`src/hacc_pkg.sv`:
```
// ----------------------------------------------------------------------------
// hacc_pkg
// Shared types and constants of the histogram accumulator.
// ----------------------------------------------------------------------------
package hacc_pkg;

    localparam int NBINS_DEFAULT = 1024;

    localparam logic [2:0] KIND_FILL    = 3'd0;
    localparam logic [2:0] KIND_REPEAT  = 3'd1;
    localparam logic [2:0] KIND_READ    = 3'd2;
    localparam logic [2:0] KIND_PCTL    = 3'd3;
    localparam logic [2:0] KIND_RANGE   = 3'd4;
    localparam logic [2:0] KIND_CLEAR   = 3'd5;

    localparam logic [1:0] ST_OK    = 2'd0;
    localparam logic [1:0] ST_NEG   = 2'd1;
    localparam logic [1:0] ST_BAD   = 2'd2;
    localparam logic [1:0] ST_EMPTY = 2'd3;

    localparam logic [1:0] CFG_RANGE_LOW = 2'd0;
    localparam logic [1:0] CFG_BIN_SCALE = 2'd1;
    localparam logic [1:0] CFG_BINS      = 2'd2;

    localparam logic [47:0] MAX48 = 48'hFFFF_FFFF_FFFF;
    localparam logic [61:0] MAX62 = {62{1'b1}};

    // Item queued between front and back
    typedef struct packed {
        logic [2:0]         kind;
        logic signed [31:0] value;
        logic signed [15:0] weight;
        logic signed [11:0] bin_first;
        logic signed [11:0] bin_last;
        logic [15:0]        fraction;
    } item_t;

    function automatic logic [47:0] sat48(input logic [48:0] s);
        sat48 = s[48] ? MAX48 : s[47:0];
    endfunction

endpackage

```
`src/hacc_queue.sv`:
```
// ----------------------------------------------------------------------------
// hacc_queue
// Small FIFO between the front end and the execution engine.
// ----------------------------------------------------------------------------
module hacc_queue
(
    input  logic              clk,
    input  logic              rst_n,
    input  logic              push,
    input  hacc_pkg::item_t   push_item,
    output logic              full,
    input  logic              pop,
    output hacc_pkg::item_t   head,
    output logic              not_empty
);

    hacc_pkg::item_t mem_reg [4];
    logic [1:0] wp_reg, rp_reg;
    logic [2:0] cnt_reg;

    assign full      = cnt_reg == 3'd4;
    assign not_empty = cnt_reg != 3'd0;
    assign head      = mem_reg[rp_reg];

    always_ff @(posedge clk)
    begin
        if (push && !full)
        begin
            mem_reg[wp_reg] <= push_item;
        end
    end

    always_ff @(posedge clk or negedge rst_n)
    begin
        if (!rst_n)
        begin
            wp_reg  <= '0;
            rp_reg  <= '0;
            cnt_reg <= '0;
        end
        else
        begin
            if (push && !full)
            begin
                wp_reg <= wp_reg + 2'd1;
            end
            if (pop && not_empty)
            begin
                rp_reg <= rp_reg + 2'd1;
            end
            cnt_reg <= cnt_reg + {2'b0, push && !full} - {2'b0, pop && not_empty};
        end
    end

endmodule

```
`config.mk`:
```
export PLATFORM = sky130hd
export DESIGN_NAME = hacc_queue
export DESIGN_NICKNAME = d
export VERILOG_FILES = /design/src/hacc_pkg.sv /design/src/hacc_queue.sv
export SDC_FILE = /design/constraint.sdc
export NUM_CORES = 1
export LEC_CHECK = 0
export BUFFER_PORTS_ARGS = -buffer_cell sky130_fd_sc_hd__buf_2
export CAP_MARGIN = 20
export CORE_ASPECT_RATIO = 0.7
export CORE_UTILIZATION = 51
export DETAILED_ROUTE_END_ITERATION = 7
export PLACE_DENSITY_LB_ADDON = 0.05
export SETUP_SLACK_MARGIN = 0.05
export SYNTH_ARGS = -nofsm -noshare
export SYNTH_HDL_FRONTEND = slang
export SYNTH_SLANG_ARGS = --single-unit
```
`constraint.sdc`:
```
create_clock -name clk -period 3.55 [get_ports clk]
set_clock_uncertainty 0.1 [all_clocks]
set_input_delay 0.71 -clock clk [delete_from_list [all_inputs] [get_ports clk]]
set_output_delay 0.71 -clock clk [all_outputs]
set_load 0.01 [all_outputs]
```
==> metrics, run 1 <==
Hold Buf Count CTS 1; DPL Wire Length ~16 mm; fin crit share 87.5%; syn nets between 600 and 700; Detail Route Antenna Nets 0; min Tclk post-route 3110 ps; worst r2r path cells 9; Die H approximately 140 µm; vias in the first global route ~6600; initial antenna violation count 5; CTS Buffer Depth 3; Mapped Area about 0.014 mm²; row count just under 50; Peak VDD IR 500 µV; synthesized instance count ~520; CP peak stage delay a little over 700 ps; Simple-Gate Fraction of Synth Area 0.773%; status completed; RR Endpoint cnt_reg[2]$_DFF_PN0_; layout cell share with drive strength beyond 1 between 40 and 50%; Buf/Inv on CP 2; I/O Pins ~190; effective utilization at floorplan 52.4%; synthesized area per cell 26.4 µm²; largest family of logic cells by synthesized area multiplexers; postcts setup bufs 0; cts bufs inserted 36; XOR/XNOR Fraction of Synth Area less than 1%; first-pass GRT wire length between 30 and 40 mm; register bit total from synthesis 371; Compound-Gate Fraction of Synth Area 0.239%; setup TNS 0 ps; RSZ-0062 raised after global routing no; critical path, cell by cell buf_12 > mux4_2 > buf_2; core box area ~0.026 mm²; via-per-instance ratio between 5 and 6; Die W 197 µm; DRT Pass-1 Iters 4; Port Buffers 187; Adder-Cell Fraction of Synth Area less than 1%; global placer's final weighted congestion 0.700; Largest register FFs 364; RR Startpoint cnt_reg[1]$_DFF_PN0_; Nets between 800 and 900; Leak 5.51 nW; sequential area share after synthesis between 80% and 90%; largest net degree at the start of global routing 46; CTS resizes 0; Iteration-0 DRC Markers 339; Fillers about 1800; CP required 2740 ps; # setup viols final 0; # DRC 0; residual overflow from global routing 0; Clock Sinks roughly 370; CTS tree built; CTS Root Cell clkbuf_16; Worst Hold Class in2reg; Slew Viols, Final 0; Hold Slack between 200 and 300 ps; Routed Wire Length roughly 26 mm; Setup crit start rp_reg[0]$_DFFE_PN0P_; Rel. slew slack around 52%; worst slew pin tran roughly 720 ps; Max-Cap Viols 0; Worst Setup Path Type reg2out; termination of the worst setup path head[21]; Setup crit start kind register; Die Area between 0.02 and 0.03 mm²; Final Hold Fails 0; post-synthesis mux area share approximately 15%; Area Growth Syn to Fin 19.0%; power density over cell area about 840 mW/mm²; Critical Path Sink Type output pin; minimum setup slack among reg-to-reg paths ~1000 ps; fmax about 320 MHz; CP max FO 27; crit-path leading delay family flip-flops; Cell variety after synth 21; CTS clk-pin slew, worst paths about 60 ps; slowest CP cell dfrtp_4; Crit path depth 3; Clock H-tree levels 2; Global Route Usage Sum 19.5%; vias after detailed routing 6089; crit path DAT 2300 ps; wire per inst between 20 and 25 µm; Ys Warns 0; Worst-Skew Late Latency between 500 and 600 ps
-- report_power, final --
part           leakage [nW]  internal (mW)  switching, mW  total (mW)
Sequential             3.41           5.77          0.391        6.16
Combinational          1.57           1.87           2.04        3.91
Clock                 0.533           2.00           1.51        3.51
Total                  5.51           9.64           3.94        13.6
-- kinds of logic (layout without fill, tap and decap cells) --
family / count (synthesis) / count (layout)
buffers and inverters: 25 / 274
muxes: 91 / 91
DFF: 371 / 371
adders and majority gates: 7 / 7
and+or+nand+nor: 13 / 13
xor gates and xnor gates: 4 / 4
AOI/OAI and AO/OA: 4 / 4
other: 0 / 1
-- worst min-delay path by stage --
| stage | startpoint | end | slack (ps) | cells past startpoint |
|---|---|---|---|---|
| 6_report | push_item[52] | mem_reg[1][52]$_DFFE_PP_ | 300 | 1 |
| 5_1_grt | push_item[52] | mem_reg[2][52]$_DFFE_PP_ | 270 | 1 |
| 4_1_cts | push_item[52] | mem_reg[1][52]$_DFFE_PP_ | 270 | 1 |
| 3_5_place_dp | rst_n | cnt_reg[0]$_DFF_PN0_ | 450 | 1 |
| 3_3_place_gp | rst_n | cnt_reg[0]$_DFF_PN0_ | 450 | 1 |
| 2_1_floorplan | rst_n | cnt_reg[0]$_DFF_PN0_ | 310 | 0 |
-- area by class of cell --
class / count / area, µm² / share of cell area (%)
repair buffers: 204 / 1180 / 7.28
clock buffers: 50 / 1010 / 6.27
multi-input cells: 119 / 2330 / 14.4
flip-flops and latches: 371 / 11100 / 68.7
clock inverters: 15 / 75.1 / 0.464
well taps: 357 / 447 / 2.76
diodes: 1 / 2.50 / 0.0155
inverters: 5 / 18.8 / 0.116
-- layout by cell type, fill, tap and decap left out --
cell	instances
edfxtp_1	364
buf_2	187
mux4_2	91
clkbuf_16	37
clkbuf_1	9
buf_12	9
clkinv_1	8
buf_4	7
ha_1	6
inv_1	5
dfrtp_1	5
nand2b_1	4
and3b_4	4
clkinv_2	4
clkbuf_8	4
xnor2_1	3
nand4bb_1	2
o211ai_1	2
inv_6	2
dfrtp_4	2
diode_2	1
o31a_1	1
nor3b_2	1
or3_1	1
xor2_1	1
o311ai_0	1
nand2_1	1
fa_1	1
clkinvlp_4	1
dlygate4sd3_1	1
-- layer usage --
layer | global-route usage [%] | vias to the layer above | routed length [µm]
li1 | - | 2671 | -
met1 | 28.4 | 3204 | 11400
met2 | 29.8 | 174 | 12200
met3 | 5.30 | 34 | 1750
met4 | 4.98 | 6 | 338
met5 | 0 | - | 40
-- synthesized netlist by cell type --
master / count / area [µm²]
o211ai_1: 2 / 15.0
ha_1: 6 / 75.1
nand4bb_1: 2 / 22.5
fa_1: 1 / 20.0
o31a_1: 1 / 8.76
o311ai_0: 1 / 8.76
dfrtp_1: 7 / 175
buf_4: 2 / 15.0
edfxtp_1: 364 / 10900
buf_2: 9 / 45.0
xnor2_1: 3 / 26.3
inv_1: 5 / 18.8
and3b_1: 4 / 35.0
nor3b_2: 1 / 12.5
clkbuf_1: 1 / 3.75
buf_6: 8 / 90.1
xor2_1: 1 / 8.76
nand2_1: 1 / 3.75
or3_1: 1 / 6.26
mux4_2: 91 / 2050
nand2b_1: 4 / 25.0
-- metrics by stage --
step                instance area, µm²  util, %  worst slack [ps]  cells  total power, mW
CTS                              16200     62.4               358   1121             13.8
floorplan                        13600        -               107    515             8.70
finish                           16200     62.4               444   1122             13.6
global placement                 15100     58.1               951   1055             10.2
global route                     16200     62.4               292   1121             14.2
detailed placement               15100     58.1               929   1055             10.3
-- worst register-to-register path, stage by stage (launching register included) --
cell	delay, ps
dfrtp_1	480
nor3b_2	490
nand2b_1	180
ha_1	220
inv_1	60
ha_1	150
inv_1	60
fa_1	400
xnor2_1	140
xnor2_1	130
Note: power is estimated with default switching activity, not from simulation.
==> run 2, diff against run 1 <==
--- a/config.mk
+++ b/config.mk
@@ -7,7 +7,7 @@
 export LEC_CHECK = 0
 export BUFFER_PORTS_ARGS = -buffer_cell sky130_fd_sc_hd__buf_2
 export CAP_MARGIN = 20
-export CORE_ASPECT_RATIO = 0.7
+export CORE_ASPECT_RATIO = 0.5
 export CORE_UTILIZATION = 51
 export DETAILED_ROUTE_END_ITERATION = 7
 export PLACE_DENSITY_LB_ADDON = 0.05
==> run 2 against run 1 <==
Combinational power barely moved. Setup slack improved by 66 ps. Via count fell by 1.1%. Die area rose by 0.10%. First-iteration DRC count fell by 17%. Non-clock buffer count rose by 4. Sequential power fell by 0.6%. Global-route usage fell by 0.43 points. Maximum frequency rose by 2.2%. Largest power group unchanged.
==> metrics, run 2 (synthesized netlist as in run 1, its figures left out) <==
vias in the first global route 6526 (-0.38%); Rel. slew slack 54.5% (+2.7 points); Worst Hold Launch push_item[8]; row count 41 (-16%); Die H 117 µm (-15%); Routed Wire Length 25.1 mm (-2.3%); effective utilization at floorplan 52.9% (+0.47 points); slowest CP cell dfrtp_4; minimum setup slack among reg-to-reg paths 1050 ps (+30 ps); Critical Path Sink Type output pin; worst slew pin tran 682 ps (-40.2 ps); wire per inst 22.7 µm (-0.90%); Buf/Inv on CP 2 (unchanged); # setup viols final 0 (unchanged); RSZ-0062 raised after global routing no; I/O Pins 188 (unchanged); layout cell share with drive strength beyond 1 45.9% (+0.18 points); Die Area 0.0274 mm² (+0.10%); setup TNS 0 ps (unchanged); fmax 329 MHz (+2.2%); via-per-instance ratio 5.45 (+0.36%); crit-path leading delay family flip-flops; Worst Setup Path Type reg2out; Clock Sinks 371 (unchanged); commonest cells after routing, fill and taps aside 364 x edfxtp_1, 187 x buf_2, 91 x mux4_2; Port Buffers 187 (unchanged); min Tclk post-route 3040 ps (-66.1 ps); CP peak stage delay 600 ps (-120 ps); Nets 841 (+0.24%); worst setup margin 510 ps (+66.1 ps); Global Route Usage Sum 19.1% (-0.43 points); Clock H-tree levels 2 (unchanged); first-pass GRT wire length 38.5 mm (-2.2%); CTS tree built; CTS clk-pin slew, worst paths 70 ps (about the same); Worst-Skew Late Latency 510 ps (about the same); RR Endpoint cnt_reg[2]$_DFF_PN0_; CTS Buffer Depth 3 (unchanged); power density over cell area 837 mW/mm² (-0.24%); postcts setup bufs 0 (unchanged); Final Hold Fails 0 (unchanged); fin cells 1106 (-1.4%); crit path DAT 2230 ps (-70 ps); Total Power 13.6 mW (about the same); residual overflow from global routing 0 (unchanged); design area 0.0162 mm² (+0.17%); status completed; Max-Cap Viols 0 (unchanged); Die W 233 µm (+18%); global placer's final weighted congestion 0.748 (+6.9%); fin crit share 85.6% (-1.9 points); Peak VDD IR 503 µV (+0.57%); Detail Route Antenna Nets 0 (unchanged); Leak 5.53 nW (+0.24%); CP max FO 41 (+52%); Area Growth Syn to Fin 19.2%; Hold Slack 310 ps (+11.4 ps); Worst Hold Class in2reg; commonest non-fill, non-tap cell in the layout edfxtp_1; DRT Pass-1 Iters 4 (unchanged); initial antenna violation count 2 (-3); Iteration-0 DRC Markers 281 (-17%); Slew Viols, Final 0 (unchanged); Largest register FFs 364 (unchanged); placed cells 1046 (-0.85%); Min-Delay Endpoint mem_reg[1][8]$_DFFE_PP_; largest net degree at the start of global routing 42 (-8.7%); DPL Wire Length 15.5 mm (-4.8%); Hold Crit Depth 1 (unchanged); Fillers 1788 (-2.9%); Area after DPL 0.0151 mm² (+0.34%); vias after detailed routing 6024 (-1.1%); post-layout util 63.1% (+0.67 points); RR Startpoint cnt_reg[1]$_DFF_PN0_; worst r2r path cells 9 (unchanged); Setup crit start kind register; cts bufs inserted 34 (-5.6%); CP required 2740 ps (about the same); critical path, cell by cell buf_12 > mux4_2 > buf_2; # DRC 0 (unchanged); CTS Root Cell clkbuf_16; dpl ws 998 ps (+68.6 ps); core box area 0.0257 mm² (-0.90%)
==> run 2: cell types whose count changed in the layout (fill, tap and decap cells not counted) <==
cell       before  now
buf_4           7    8
clkinv_1        8    3
buf_12          9   12
clkbuf_8        4    0
inv_6           2    0
clkbuf_1        9   11
bufinv_16       0    2
==> run 2: layer usage <==
| metal | share of wire [%] | GRT usage, % | wire length, µm |
|---|---|---|---|
| met5 | 0.052 | 0 | 13 |
| met4 | 1.8 | 4.82 | 460 |
| met2 | 50 | 31.1 | 12600 |
| met3 | 4.6 | 4.46 | 1160 |
| met1 | 43 | 26.3 | 10900 |
==> run 2: layout make-up <==
cell class                      instances  area (µm²)  share of cell area, %
Multi-Input combinational cell        119        2330                   14.4
Timing Repair Buffer                  208        1250                   7.69
Inverter                                5        18.8                  0.116
Clock inverter                         10        98.8                  0.610
Antenna cell                            1        2.50                 0.0154
Clock buffer                           48         967                   5.97
Sequential cell                       371       11100                   68.6
Tap cell                              344         430                   2.66
==> run 2: how the worst max path moves through the flow <==
| stage | slack (ps) | end | depth (start not counted) | startpoint |
|---|---|---|---|---|
| floorplan | 110 | mem_reg[0][0]$_DFFE_PP_ | 1 | push |
| global placement | 1010 | head[63] | 3 | rp_reg[0]$_DFFE_PN0P_ |
| detailed placement | 1000 | head[46] | 3 | rp_reg[0]$_DFFE_PN0P_ |
| CTS | 430 | head[46] | 3 | rp_reg[0]$_DFFE_PN0P_ |
| global route | 370 | head[48] | 3 | rp_reg[0]$_DFFE_PN0P_ |
| finish | 510 | head[89] | 3 | rp_reg[0]$_DFFE_PN0P_ |
==> run 2: timing repair <==
item / CTS / global route
endpoints found under the hold margin: 7 / 0
hold buffers: 1 / 0
resized for setup: 0 / 0
==> run 2: where the power goes <==
part,total (mW),leakage (nW),internal [mW],switching (mW)
sequential,6.12,3.41,5.77,0.356
combinational,3.90,1.59,1.90,2.01
clock,3.54,0.518,2.04,1.50
